File: src/rtl/core/lsa_pkg.sv
// Shared types, constants and helpers for the latency statistics accumulator.
// Used by every module under rtl/core; depends on nothing.
package lsa_pkg;

  localparam int unsigned STAT_W      = 32;
  localparam int unsigned SUM_W       = 64;
  localparam int unsigned FIFO_DEPTH  = 2;
  localparam int unsigned IN_TDATA_W  = 40;
  localparam int unsigned OUT_TDATA_W = 232;
  // radix-4 divider: two quotient bits per cycle
  localparam int unsigned DIV_CYCLES  = SUM_W / 2;

  localparam logic [STAT_W-1:0] SLOW_RESET = 32'd100000;
  localparam logic [STAT_W-1:0] ALL_ONES32 = 32'hFFFF_FFFF;
  localparam logic [SUM_W-1:0]  ALL_ONES64 = 64'hFFFF_FFFF_FFFF_FFFF;

  localparam logic ACTION_RECORD = 1'b0;
  localparam logic ACTION_CLEAR  = 1'b1;

  typedef enum logic [1:0] {
    KIND_CLEAR,
    KIND_FAIL,
    KIND_GOOD
  } lsa_kind_e;

  typedef struct packed {
    lsa_kind_e          kind;
    logic               slow;
    logic [STAT_W-1:0]  latency;
  } lsa_item_t;

  typedef struct packed {
    logic [STAT_W-1:0] tested;
    logic [STAT_W-1:0] passed;
    logic [STAT_W-1:0] errors;
    logic [STAT_W-1:0] slow;
    logic [SUM_W-1:0]  sum;
    logic [STAT_W-1:0] lat_min;
    logic [STAT_W-1:0] lat_max;
  } lsa_stats_t;

  // cleared statistics: minimum all ones, everything else zero
  localparam lsa_stats_t STATS_CLEAR = '{
    tested:  '0,
    passed:  '0,
    errors:  '0,
    slow:    '0,
    sum:     '0,
    lat_min: ALL_ONES32,
    lat_max: '0
  };

  typedef enum logic [1:0] {
    ST_IDLE,
    ST_LOAD,
    ST_DIV,
    ST_OUT
  } lsa_state_e;

  function automatic logic [STAT_W-1:0] sat_inc(input logic [STAT_W-1:0] v);
    sat_inc = (v == ALL_ONES32) ? v : v + 32'd1;
  endfunction

endpackage

File: src/rtl/core/lsa_front.sv
// Front end: input stream acceptance, threshold register, item classification.
// Depends on lsa_pkg.
module lsa_front (
  input  logic                                clk_i,
  input  logic                                rst_ni,
  input  logic                                cfg_valid_i,
  output logic                                cfg_ready_o,
  input  logic [lsa_pkg::STAT_W-1:0]          cfg_data_i,
  input  logic                                in_valid_i,
  output logic                                in_ready_o,
  input  logic                                action_i,
  input  logic [lsa_pkg::STAT_W-1:0]          latency_i,
  input  logic                                read_ok_i,
  input  logic                                q_full_i,
  output logic                                q_push_o,
  output lsa_pkg::lsa_item_t                  q_item_o
);

  logic [lsa_pkg::STAT_W-1:0] thr_q, thr_d;

  assign cfg_ready_o = 1'b1;

  always_comb begin
    thr_d = thr_q;
    if (cfg_valid_i) begin
      thr_d = cfg_data_i;
    end
  end

  always_ff @(posedge clk_i or negedge rst_ni) begin
    if (!rst_ni) begin
      thr_q <= lsa_pkg::SLOW_RESET;
    end else begin
      thr_q <= thr_d;
    end
  end

  assign in_ready_o = !q_full_i;
  assign q_push_o   = in_valid_i && !q_full_i;

  always_comb begin
    q_item_o.latency = latency_i;
    q_item_o.slow    = latency_i > thr_q;
    if (action_i == lsa_pkg::ACTION_CLEAR) begin
      q_item_o.kind = lsa_pkg::KIND_CLEAR;
    end else if (read_ok_i) begin
      q_item_o.kind = lsa_pkg::KIND_GOOD;
    end else begin
      q_item_o.kind = lsa_pkg::KIND_FAIL;
    end
  end

endmodule

File: src/rtl/core/lsa_fifo.sv
// Short item queue between front and back end.
// Depends on lsa_pkg.
module lsa_fifo #(
  parameter int unsigned Depth = lsa_pkg::FIFO_DEPTH
) (
  input  logic               clk_i,
  input  logic               rst_ni,
  input  logic               push_i,
  input  lsa_pkg::lsa_item_t wr_item_i,
  input  logic               pop_i,
  output lsa_pkg::lsa_item_t rd_item_o,
  output logic               full_o,
  output logic               empty_o
);

  localparam int unsigned PtrW = (Depth > 1) ? $clog2(Depth) : 1;
  localparam int unsigned CntW = $clog2(Depth + 1);

  lsa_pkg::lsa_item_t mem_q [Depth];
  logic [PtrW-1:0]    wr_ptr_q, wr_ptr_d, rd_ptr_q, rd_ptr_d;
  logic [CntW-1:0]    cnt_q, cnt_d;

  assign full_o    = cnt_q == CntW'(Depth);
  assign empty_o   = cnt_q == '0;
  assign rd_item_o = mem_q[rd_ptr_q];

  always_comb begin
    wr_ptr_d = wr_ptr_q;
    rd_ptr_d = rd_ptr_q;
    cnt_d    = cnt_q;
    if (push_i) begin
      wr_ptr_d = (wr_ptr_q == PtrW'(Depth - 1)) ? '0 : wr_ptr_q + PtrW'(1);
    end
    if (pop_i) begin
      rd_ptr_d = (rd_ptr_q == PtrW'(Depth - 1)) ? '0 : rd_ptr_q + PtrW'(1);
    end
    if (push_i && !pop_i) begin
      cnt_d = cnt_q + CntW'(1);
    end else if (pop_i && !push_i) begin
      cnt_d = cnt_q - CntW'(1);
    end
  end

  always_ff @(posedge clk_i or negedge rst_ni) begin
    if (!rst_ni) begin
      wr_ptr_q <= '0;
      rd_ptr_q <= '0;
      cnt_q    <= '0;
    end else begin
      wr_ptr_q <= wr_ptr_d;
      rd_ptr_q <= rd_ptr_d;
      cnt_q    <= cnt_d;
    end
  end

  always_ff @(posedge clk_i) begin
    if (push_i) begin
      mem_q[wr_ptr_q] <= wr_item_i;
    end
  end

endmodule

File: src/rtl/core/lsa_div.sv
// Radix-4 restoring divider, 64-bit dividend by 32-bit divisor.
// Depends on lsa_pkg.
module lsa_div (
  input  logic                       clk_i,
  input  logic                       rst_ni,
  input  logic                       start_i,
  input  logic [lsa_pkg::SUM_W-1:0]  dividend_i,
  input  logic [lsa_pkg::STAT_W-1:0] divisor_i,
  output logic                       done_o,
  output logic [lsa_pkg::SUM_W-1:0]  quotient_o
);

  localparam int unsigned CntW = $clog2(lsa_pkg::DIV_CYCLES);

  logic [lsa_pkg::SUM_W-1:0]  dq_q, dq_d;
  logic [lsa_pkg::STAT_W-1:0] rem_q, rem_d, dvs_q;
  logic [CntW-1:0]            cnt_q, cnt_d;
  logic                       busy_q, busy_d, done_q, done_d;

  logic [lsa_pkg::STAT_W:0]   r1, r2, dvs_x;
  logic [lsa_pkg::STAT_W-1:0] rem1;
  logic                       ge1, ge2;

  // two dependent shift-subtract steps per cycle
  always_comb begin
    dvs_x = {1'b0, dvs_q};
    r1    = {rem_q, dq_q[lsa_pkg::SUM_W-1]};
    ge1   = r1 >= dvs_x;
    rem1  = ge1 ? lsa_pkg::STAT_W'(r1 - dvs_x) : r1[lsa_pkg::STAT_W-1:0];
    r2    = {rem1, dq_q[lsa_pkg::SUM_W-2]};
    ge2   = r2 >= dvs_x;
  end

  always_comb begin
    dq_d   = dq_q;
    rem_d  = rem_q;
    cnt_d  = cnt_q;
    busy_d = busy_q;
    done_d = 1'b0;
    if (start_i) begin
      dq_d   = dividend_i;
      rem_d  = '0;
      cnt_d  = CntW'(lsa_pkg::DIV_CYCLES - 1);
      busy_d = 1'b1;
    end else if (busy_q) begin
      dq_d  = {dq_q[lsa_pkg::SUM_W-3:0], ge1, ge2};
      rem_d = ge2 ? lsa_pkg::STAT_W'(r2 - dvs_x) : r2[lsa_pkg::STAT_W-1:0];
      cnt_d = cnt_q - CntW'(1);
      if (cnt_q == '0) begin
        busy_d = 1'b0;
        done_d = 1'b1;
      end
    end
  end

  always_ff @(posedge clk_i or negedge rst_ni) begin
    if (!rst_ni) begin
      busy_q <= 1'b0;
      done_q <= 1'b0;
      cnt_q  <= '0;
    end else begin
      busy_q <= busy_d;
      done_q <= done_d;
      cnt_q  <= cnt_d;
    end
  end

  always_ff @(posedge clk_i) begin
    dq_q  <= dq_d;
    rem_q <= rem_d;
    if (start_i) begin
      dvs_q <= divisor_i;
    end
  end

  assign done_o     = done_q;
  assign quotient_o = dq_q;

endmodule

File: src/rtl/core/lsa_back.sv
// Back end: statistics registers, update sequencer, average divider, result hold.
// Depends on lsa_pkg and lsa_div.
module lsa_back (
  input  logic                       clk_i,
  input  logic                       rst_ni,
  input  lsa_pkg::lsa_item_t         item_i,
  input  logic                       item_avail_i,
  output logic                       pop_o,
  output logic                       res_valid_o,
  input  logic                       res_ready_i,
  output lsa_pkg::lsa_stats_t        stats_o,
  output logic [lsa_pkg::STAT_W-1:0] avg_o
);

  lsa_pkg::lsa_state_e        state_q, state_d;
  lsa_pkg::lsa_stats_t        stats_q, stats_d;
  logic [lsa_pkg::STAT_W-1:0] avg_q, avg_d;
  logic [lsa_pkg::SUM_W:0]    sum_x;
  logic                       div_start, div_done;
  logic [lsa_pkg::SUM_W-1:0]  quot;

  lsa_div u_div (
    .clk_i      (clk_i),
    .rst_ni     (rst_ni),
    .start_i    (div_start),
    .dividend_i (stats_q.sum),
    .divisor_i  (stats_q.tested),
    .done_o     (div_done),
    .quotient_o (quot)
  );

  always_comb begin
    state_d = state_q;
    unique case (state_q)
      lsa_pkg::ST_IDLE: begin
        if (item_avail_i) begin
          state_d = lsa_pkg::ST_LOAD;
        end
      end
      lsa_pkg::ST_LOAD: state_d = lsa_pkg::ST_DIV;
      lsa_pkg::ST_DIV: begin
        if (div_done) begin
          state_d = lsa_pkg::ST_OUT;
        end
      end
      lsa_pkg::ST_OUT: begin
        if (res_ready_i) begin
          state_d = lsa_pkg::ST_IDLE;
        end
      end
      default: state_d = lsa_pkg::ST_IDLE;
    endcase
  end

  always_comb begin
    pop_o       = 1'b0;
    div_start   = 1'b0;
    res_valid_o = 1'b0;
    unique case (state_q)
      lsa_pkg::ST_IDLE: pop_o       = item_avail_i;
      lsa_pkg::ST_LOAD: div_start   = 1'b1;
      lsa_pkg::ST_OUT:  res_valid_o = 1'b1;
      default: ;
    endcase
  end

  always_comb begin
    sum_x   = {1'b0, stats_q.sum} + {{(lsa_pkg::SUM_W-lsa_pkg::STAT_W+1){1'b0}}, item_i.latency};
    stats_d = stats_q;
    if (pop_o) begin
      unique case (item_i.kind)
        lsa_pkg::KIND_CLEAR: stats_d = lsa_pkg::STATS_CLEAR;
        lsa_pkg::KIND_FAIL: begin
          stats_d.tested = lsa_pkg::sat_inc(stats_q.tested);
          stats_d.errors = lsa_pkg::sat_inc(stats_q.errors);
        end
        lsa_pkg::KIND_GOOD: begin
          stats_d.tested = lsa_pkg::sat_inc(stats_q.tested);
          stats_d.passed = lsa_pkg::sat_inc(stats_q.passed);
          stats_d.sum    = sum_x[lsa_pkg::SUM_W] ? lsa_pkg::ALL_ONES64
                                                 : sum_x[lsa_pkg::SUM_W-1:0];
          if (item_i.latency < stats_q.lat_min) begin
            stats_d.lat_min = item_i.latency;
          end
          if (item_i.latency > stats_q.lat_max) begin
            stats_d.lat_max = item_i.latency;
          end
          if (item_i.slow) begin
            stats_d.slow = lsa_pkg::sat_inc(stats_q.slow);
          end
        end
        default: ;
      endcase
    end
  end

  // quotient above 32 bits only once counts have saturated: clip it
  always_comb begin
    avg_d = avg_q;
    if (state_q == lsa_pkg::ST_DIV && div_done) begin
      if (stats_q.tested == '0) begin
        avg_d = '0;
      end else if (quot[lsa_pkg::SUM_W-1:lsa_pkg::STAT_W] != '0) begin
        avg_d = lsa_pkg::ALL_ONES32;
      end else begin
        avg_d = quot[lsa_pkg::STAT_W-1:0];
      end
    end
  end

  always_ff @(posedge clk_i or negedge rst_ni) begin
    if (!rst_ni) begin
      state_q <= lsa_pkg::ST_IDLE;
      stats_q <= lsa_pkg::STATS_CLEAR;
    end else begin
      state_q <= state_d;
      stats_q <= stats_d;
    end
  end

  always_ff @(posedge clk_i) begin
    avg_q <= avg_d;
  end

  assign stats_o = stats_q;
  assign avg_o   = avg_q;

endmodule

File: src/rtl/core/latency_statistics_accumulator_top.sv
// A result follows its item through the queue, the statistics update and then the
// radix-4 divider that forms the average; the back end takes no new item from the
// queue until that result is accepted; the input queue keeps taking items while a
// result waits, until it is full.
// Reset (rst_ni low, asynchronous): statistics cleared, minimum all ones,
// slow threshold 100000, queue empty.
module latency_statistics_accumulator_top #(
  parameter int unsigned FifoDepth = lsa_pkg::FIFO_DEPTH
) (
  input  logic                                clk_i,
  input  logic                                rst_ni,
  input  logic                                cfg_valid_i,
  output logic                                cfg_ready_o,
  input  logic [lsa_pkg::STAT_W-1:0]          cfg_data_i,
  input  logic                                s_axis_tvalid,
  output logic                                s_axis_tready,
  // [31:0] latency, [32] read_ok, [39:33] zero
  input  logic [lsa_pkg::IN_TDATA_W-1:0]      s_axis_tdata,
  // [0] action
  input  logic [0:0]                          s_axis_tuser,
  output logic                                m_axis_tvalid,
  input  logic                                m_axis_tready,
  // [31:0] count_tested, [63:32] count_passed, [95:64] count_errors,
  // [127:96] count_slow, [159:128] latency_min, [191:160] latency_max,
  // [223:192] latency_avg, [224] all_passed, [231:225] zero
  output logic [lsa_pkg::OUT_TDATA_W-1:0]     m_axis_tdata
);

  lsa_pkg::lsa_item_t         push_item, pop_item;
  lsa_pkg::lsa_stats_t        stats;
  logic                       push, pop, q_full, q_empty;
  logic [lsa_pkg::STAT_W-1:0] avg;

  lsa_front u_front (
    .clk_i       (clk_i),
    .rst_ni      (rst_ni),
    .cfg_valid_i (cfg_valid_i),
    .cfg_ready_o (cfg_ready_o),
    .cfg_data_i  (cfg_data_i),
    .in_valid_i  (s_axis_tvalid),
    .in_ready_o  (s_axis_tready),
    .action_i    (s_axis_tuser[0]),
    .latency_i   (s_axis_tdata[lsa_pkg::STAT_W-1:0]),
    .read_ok_i   (s_axis_tdata[lsa_pkg::STAT_W]),
    .q_full_i    (q_full),
    .q_push_o    (push),
    .q_item_o    (push_item)
  );

  lsa_fifo #(
    .Depth (FifoDepth)
  ) u_fifo (
    .clk_i     (clk_i),
    .rst_ni    (rst_ni),
    .push_i    (push),
    .wr_item_i (push_item),
    .pop_i     (pop),
    .rd_item_o (pop_item),
    .full_o    (q_full),
    .empty_o   (q_empty)
  );

  lsa_back u_back (
    .clk_i        (clk_i),
    .rst_ni       (rst_ni),
    .item_i       (pop_item),
    .item_avail_i (!q_empty),
    .pop_o        (pop),
    .res_valid_o  (m_axis_tvalid),
    .res_ready_i  (m_axis_tready),
    .stats_o      (stats),
    .avg_o        (avg)
  );

  assign m_axis_tdata = {7'd0, (stats.errors == '0), avg, stats.lat_max, stats.lat_min,
                         stats.slow, stats.errors, stats.passed, stats.tested};

endmodule

File: config.mk
export PLATFORM = sky130hd
export DESIGN_NAME = latency_statistics_accumulator_top
export DESIGN_NICKNAME = d
export VERILOG_FILES = /design/src/rtl/core/lsa_pkg.sv /design/src/rtl/core/lsa_front.sv /design/src/rtl/core/lsa_fifo.sv /design/src/rtl/core/lsa_div.sv /design/src/rtl/core/lsa_back.sv /design/src/rtl/core/latency_statistics_accumulator_top.sv
export SDC_FILE = /design/constraint.sdc
export NUM_CORES = 1
export LEC_CHECK = 0
export BUFFER_PORTS_ARGS = -buffer_cell sky130_fd_sc_hd__buf_4
export CAP_MARGIN = 40
export CELL_PAD_IN_SITES_DETAIL_PLACEMENT = 2
export CELL_PAD_IN_SITES_GLOBAL_PLACEMENT = 2
export CORE_ASPECT_RATIO = 1.25
export CORE_MARGIN = 1
export CORE_UTILIZATION = 30
export DETAILED_ROUTE_END_ITERATION = 10
export HOLD_SLACK_MARGIN = 0.08
export PLACE_DENSITY = 0.74
export SLEW_MARGIN = 20
export SYNTH_ARGS = -nofsm -noshare
export SYNTH_HDL_FRONTEND = slang
export SYNTH_SLANG_ARGS = --single-unit
File: constraint.sdc
create_clock -name clk_i -period 6 [get_ports clk_i]
set_input_delay 0.3 -clock clk_i [delete_from_list [all_inputs] [get_ports clk_i]]
set_output_delay 0.3 -clock clk_i [all_outputs]
set_load 0.02 [all_outputs]
**Word-level counts from Yosys, hierarchy flattened**

Memory sizes are Yosys's and may differ from the RTL's.
Cells that the tools add are included.

- Bits in registers: 461
- Memories: 1
- RAM bits: 70
- Bits of input ports: 78
- Word-level logic and storage cells: 126
- Output and inout port bits: 235

- Order comparisons: 5
- Multiplexer cells: 40
- $add $sub $neg: 12
- Reductions and logical operators: 29
- Eq/ne operators: 20

Memory list:

| name | depth | bits a word | read ports | clocked after memory_dff | write ports | line | source |
|---|---|---|---|---|---|---|---|
| u_fifo.mem_q | 2 | 35 | 1 | 0 | 1 | lsa_fifo.sv:19 | `lsa_pkg::lsa_item_t mem_q [Depth];` |

Operator list:

| operator | count |
|---|---|
| $mux 32 | 10 |
| $pmux 160 s2 | 1 |
| $mux 64 | 3 |
| $pmux 32 s2 | 3 |
| $add 32x1->32 const B | 4 |
| $eq 32x32->1 const B | 4 |
| $ge 33x32->1 | 2 |
| $add 64x32->65 | 1 |
| $gt 32x32->1 | 2 |
| $logic_not 32->1 | 2 |
| $sub 32x32->32 | 2 |
| $lt 32x32->1 | 1 |
| $reduce_bool 32->1 | 1 |
| $reduce_and 3->1 | 6 |
| $ne 2x2->1 const B | 8 |
| $mux 2 | 7 |
| $mux 1 | 13 |
| $mux 5 | 2 |
| $reduce_bool 2->1 | 5 |
| $eq 2x2->1 const B | 4 |
| $pmux 2 s4 | 1 |
| $logic_not 2->1 | 3 |
| $logic_not 5->1 | 1 |
| $sub 5x1->5 const B | 1 |
| 10 further kinds | 19 |

**Longest topological paths before layout**

- Word-level depth: 7
- Depth in mapped cells: 26
- Depth with buffers taken out: 23

**Cells and area by module**

A second synthesis with hierarchy kept.

- Cells, all modules: 3310
- Area, all modules: 32361.0 um2

Modules (own cells, without submodules):

| module | cells each | area each (um2) | sequential area each (um2) | instances |
|---|---|---|---|---|
| lsa_back | 2009 | 18007.3 | 7457.2 | 1 |
| lsa_div | 904 | 9163.8 | 3698.5 | 1 |
| lsa_fifo | 125 | 2862.7 | 2202.1 | 1 |
| lsa_front | 252 | 2194.6 | 808.3 | 1 |
| latency_statistics_accumulator_top | 20 | 132.6 | 0.0 | 1 |

**Worst setup path after synthesis**

No wires, ideal clock.

- Kind: register to register
- From: register u_back.u_div.dvs_q[17] in the netlist's numbering
- To: register u_back.u_div.rem_q[31] in the netlist's numbering
- Arrival: 5.555 ns
- Path slack: 0.354 ns
- Library setup time: 0.091 ns
- Data required time: 5.909 ns
- Stages on the path, launching flop included: 27
- Path buffers: 5
- Clock period less this slack: 5.646 ns
- Cell sequence: edfxtp_1 -> inv_1 -> ha_1 -> buf_2 -> nand3_1 -> or4_1 -> or4_1 -> o211ai_2 -> or3_1 -> o31a_1 -> buf_2 -> buf_2 -> nor2_1 -> a21oi_1 -> ha_1 -> nor2b_1 -> o31a_1 -> o21ai_0 -> a21oi_1 -> a211o_1 -> o21ai_0 -> o2111ai_2 -> or2_1 -> clkbuf_1 -> buf_6 -> a211o_1 -> a311oi_1

- Longest elaborated chain between the ends: 4
- Elaborated cells on any way between the ends: 6

Ends and longest elaborated chain:

| what | line | source |
|---|---|---|
| from (decl) | lsa_div.sv:16 | `logic [lsa_pkg::STAT_W-1:0] rem_q, rem_d, dvs_q;` |
| from (signal assigned) | lsa_div.sv:72 | `dvs_q <= divisor_i;` |
| $sub 32x32->32 / $ge 33x32->1 (equally long branches) | lsa_div.sv:29, lsa_div.sv:28 |  |
| $mux 32 | lsa_div.sv:29 | `rem1 = ge1 ? lsa_pkg::STAT_W'(r1 - dvs_x) : r1[lsa_pkg::STAT_W-1:0];` |
| $sub 32x32->32 / $ge 33x32->1 (equally long branches) | lsa_div.sv:47, lsa_div.sv:31 |  |
| $mux 32 (*) | lsa_div.sv:47 | `rem_d = ge2 ? lsa_pkg::STAT_W'(r2 - dvs_x) : r2[lsa_pkg::STAT_W-1:0];` |
| to (signal assigned) | lsa_div.sv:70 | `rem_q <= rem_d;` |
| to (decl) | lsa_div.sv:16 |  |

Every way passes the cells marked *; elsewhere a longest branch is shown, timed or not.
A chain may end at the register's enable or synchronous reset.

**Final worst setup path**

Ends and elaborated chain as after synthesis.

==> impl_metrics.py <==
metrics = {
    "timing": {
        "setup_viol": 0,
        "period_minus_slack_ps": 5790,
        "fin_crit_sh_pct": 96.5,
        "slew_headroom_pct": 38.0,
        "fmax_mhz": 173,
        "setup_ws_ps": 210,
        "maxSlewViolCount": 0,
        "clock-skew-final_ps": 46.1,
        "tightestPinTransition_ps": 930,
        "hold_violations": 0,
        "tns_ps": 0,
    },
    "cts": {
        "htree_levels": 2,
        "clockBufferDepth": 3,
        "cts_tree": "done",
        "numCtsBuffers": 59,
        "root_buffer": "clkbuf_16",
        "clock_latency_ps": 680,
        "cts_sinks": 531,
        "cts.clk_slew.worst_paths_ps": 60,
    },
    "synth": {
        "synth_cell_types": 81,
        "synthArstFlopShare_pct": 56.7,
        "syn_area_per_cell_um2": 9.71,
        "yosysWarnings": 0,
        "synth_cells": 3330,
        "synth_edf_count": 198,
        "synth_ff_type": "dfrtp_1",
        "synthesis.area_mm2": 0.0323,
        "synth_seq_cells": 531,
        "ys_seq_area_share_pct": 43.8,
    },
    "setup_path": {
        "path_class": "flip-flop to flip-flop",
        "crit_chain": "inv_1 > ha_1 > nand3_1 > or4_4 > or4_1 > o211ai_2 > or3_1 > o31a_4 > buf_12 > mux2_2 > ha_1 > o211ai_1 > a21oi_1 > o21ai_1 > buf_4 > a21oi_1 > a211o_1 > o21ai_2 > o2111ai_2 > or2_1 > buf_4 > a211o_1 > a311oi_1",
        "slowest_stage": "or4_4",
        "slowest_delay_ps": 570,
        "worstPathRequired_ps": 6550,
        "crit_path_start_kind": "flip-flop",
        "cp.arrival_ps": 6340,
        "cp-end-kind": "flip-flop",
        "crit_fanout": 8,
    },
    "pwr": {
        "power.share.sequential_pct": 22.9,
        "p_sw_w": 0.0110,
        "fin_total_pwr_w": 0.0245,
        "pwr-share-comb_pct": 61.2,
        "p_int_w": 0.0135,
        "p_leak_nw": 16.8,
        "vdd.ir_drop.worst_mv": 0.426,
        "cellPowerDensity_mw_per_mm2": 640,
        "swShare_pct": 45.0,
        "clkPwrFrac_pct": 15.9,
    },
    "run_status": {
        "status": "finished clean",
    },
    "floorplanning": {
        "fp.dieW_um": 296,
        "rows": 134,
        "die-area_mm2": 0.109,
        "ios": 313,
        "core_mm2": 0.107,
        "chipHeight_um": 369,
        "start_util_pct": 30.3,
    },
    "routing": {
        "drt_iter0_markers": 1143,
        "antenna_left": 0,
        "first_pass_iters": 5,
        "wire_per_inst_um": 22.1,
        "wl_mm": 111,
        "drcViolationCount": 0,
        "vias_per_cell": 5.19,
        "vias": 26095,
    },
    "global_routing": {
        "antenna_found_initial": 1,
        "grt_pass1_vias": 28925,
        "grt_max_degree": 131,
        "grt_overflow_total": 0,
        "groute.usage.overall_pct": 20.1,
        "grt_pass1_wl_mm": 172,
    },
    "cells_and_area": {
        "design_area_mm2": 0.0383,
        "diodes": 0,
        "drive_gt1_share_pct": 19.2,
        "nets": 3838,
        "area_growth_pct": 18.4,
    },
    "place": {
        "dp_hpwl_mm": 80.9,
        "gp_congestion": 0.836,
        "dpl_cell_area_mm2": 0.0353,
        "io_buffers": 297,
        "pre_cts_ws_ps": 7.22,
    },
    "flow_run": {
        "drv_cap": 0,
    },
    "min_path": {
        "holdCritPathClass": "input port to flip-flop",
    },
}
## synthesized netlist by cell type (32+ instances only)
| master | n | area, um^2 |
|---|---|---|
| nor2_1 | 277 | 1040 |
| nand2_1 | 273 | 1020 |
| dfrtp_1 | 263 | 6580 |
| ha_1 | 207 | 2590 |
| buf_4 | 201 | 1510 |
| edfxtp_1 | 198 | 5950 |
| inv_1 | 179 | 672 |
| o21ai_0 | 176 | 881 |
| a21oi_1 | 154 | 771 |
| clkbuf_1 | 114 | 428 |
| nand3_1 | 107 | 536 |
| mux2_2 | 104 | 1170 |
| xor2_1 | 93 | 815 |
| xnor2_1 | 87 | 762 |
| a21o_1 | 77 | 578 |
| o21a_1 | 65 | 488 |
| nand4_1 | 64 | 400 |
| and3_1 | 52 | 325 |
| nor4_1 | 50 | 313 |
| nor3_1 | 44 | 220 |
| o211ai_1 | 40 | 300 |
| dfstp_2 | 38 | 998 |
| a211oi_1 | 35 | 263 |
| a311oi_1 | 33 | 289 |
| dfxtp_1 | 32 | 641 |
## per-layer routing
metal | track usage [%] | wire length [um] | part of all wire [%] | vias to the layer above
li1 | - | - | - | 12199
met1 | 24.0 | 46600 | 42 | 13343
met2 | 36.3 | 56900 | 51 | 387
met3 | 3.11 | 3920 | 3.5 | 164
met4 | 6.80 | 3770 | 3.4 | 2
met5 | 0 | 13 | 0.012 | -
## state kept, by name (all words and copies together) (netlist names)
name                     count
u_back.u_div.dvs_q          32
u_back.u_div.quotient_o     64
u_back.state_q               2
u_fifo.mem_q                70
u_back.u_div.busy_q          1
u_fifo.wr_ptr_q              1
u_back.u_div.rem_q          32
u_back.u_div.cnt_q           5
u_back.stats_o             256
u_back.avg_o                32
u_fifo.rd_ptr_q              1
u_front.thr_q               32
u_fifo.cnt_q                 2
u_back.u_div.done_o          1
## worst max-delay path, delay by kind of cell (launching register included)
kind / cells / cell delay [ps]
DFF: 1 / 330
AOI/OAI and AO/OA: 11 / 2080
buffers and inverters: 4 / 540
muxes: 1 / 340
adders and majority gates: 2 / 610
and+or+nand+nor: 5 / 1740
## worst paths after layout
check,from,end,slack (ps),cells past startpoint
worst max-delay path,u_back.u_div.dvs_q[17]$_DFFE_PP_,u_back.u_div.rem_q[31]$_SDFFE_PP0P_,210,23
worst min-delay path,cfg_valid_i,u_front.thr_q[12]$_DFFE_PN0P_,160,3
worst max register to register,u_back.u_div.dvs_q[17]$_DFFE_PP_,u_back.u_div.rem_q[31]$_SDFFE_PP0P_,210,23
worst min register to register,u_back.u_div.rem_q[14]$_SDFFE_PP0P_,u_back.u_div.rem_q[14]$_SDFFE_PP0P_,510,2
max in group asynchronous,rst_ni,u_back.stats_o[239]$_DFFE_PN0P_,4270,3
min in group asynchronous,rst_ni,u_back.stats_o[220]$_DFFE_PN0P_,280,2
## power by group through the flow
| stage | sequential (W) | clock, W | combinational, W |
|---|---|---|---|
| 2_1_floorplan | 0.00533 | 0 | 0.0101 |
| 3_3_place_gp | 0.00561 | 0 | 0.0142 |
| 3_5_place_dp | 0.00567 | 0 | 0.0147 |
| 4_1_cts | 0.00561 | 0.00400 | 0.0149 |
| 5_1_grt | 0.00570 | 0.00410 | 0.0164 |
| 6_report | 0.00561 | 0.00389 | 0.0150 |
## cells in the final DEF (no fill, tap or decap), types with 33 or more instances in the layout
| cell type | instances |
|---|---|
| mux2_2 | 104 |
| ha_1 | 205 |
| dfrtp_1 | 262 |
| o21ai_0 | 171 |
| buf_4 | 396 |
| a211oi_1 | 35 |
| nor3_1 | 44 |
| o21a_1 | 65 |
| dfstp_2 | 38 |
| clkbuf_16 | 59 |
| inv_1 | 178 |
| nand3_1 | 107 |
| nor2_1 | 273 |
| a21o_1 | 77 |
| and3_1 | 51 |
| o211ai_1 | 40 |
| a21oi_1 | 150 |
| edfxtp_1 | 198 |
| xnor2_1 | 87 |
| a311oi_1 | 33 |
| nor4_1 | 50 |
| dlygate4sd3_1 | 76 |
| xor2_1 | 93 |
| nand2_1 | 272 |
| nand4_1 | 64 |
## area by class of cell
cell class | instances | area [um^2]
fillers | 11673 | 68500
multi-input cells | 2289 | 15600
flip-flops and latches | 531 | 14200
repair buffers | 488 | 4010
well taps | 1428 | 1790
clock buffers | 76 | 1550
inverters | 181 | 679
clock inverters | 36 | 483
## what timing repair did
item | in CTS | in global routing
endpoints found under the hold margin | 179 | 0
gates resized for setup | 2 | 19
pin swaps | 0 | 7
hold buffers | 76 | 0
setup buffers | 0 | 3
endpoints found under the setup margin | 3 | 33
## cells by family after synthesis
group	synth area share, %
simple gates	15.2
compound gates	15.0
flops	43.8
buf+inv	8.40
fa+ha+maj	8.19
xor+xnor	4.88
mux	4.46
other cells	0.0232
## per-stage QoR
| stage | hold WS [ps] | std cells | utilization (%) |
|---|---|---|---|
| after detailed placement | 436 | 4833 | 33.1 |
| after floorplan | 4.41 | 3336 | - |
| final | 158 | 5029 | 35.8 |
| after CTS | 89.5 | 5021 | 35.7 |
| after global routing | 177 | 5029 | 35.8 |
| after global placement | 442 | 4828 | 33.0 |
(Power assumes the default switching activity.)
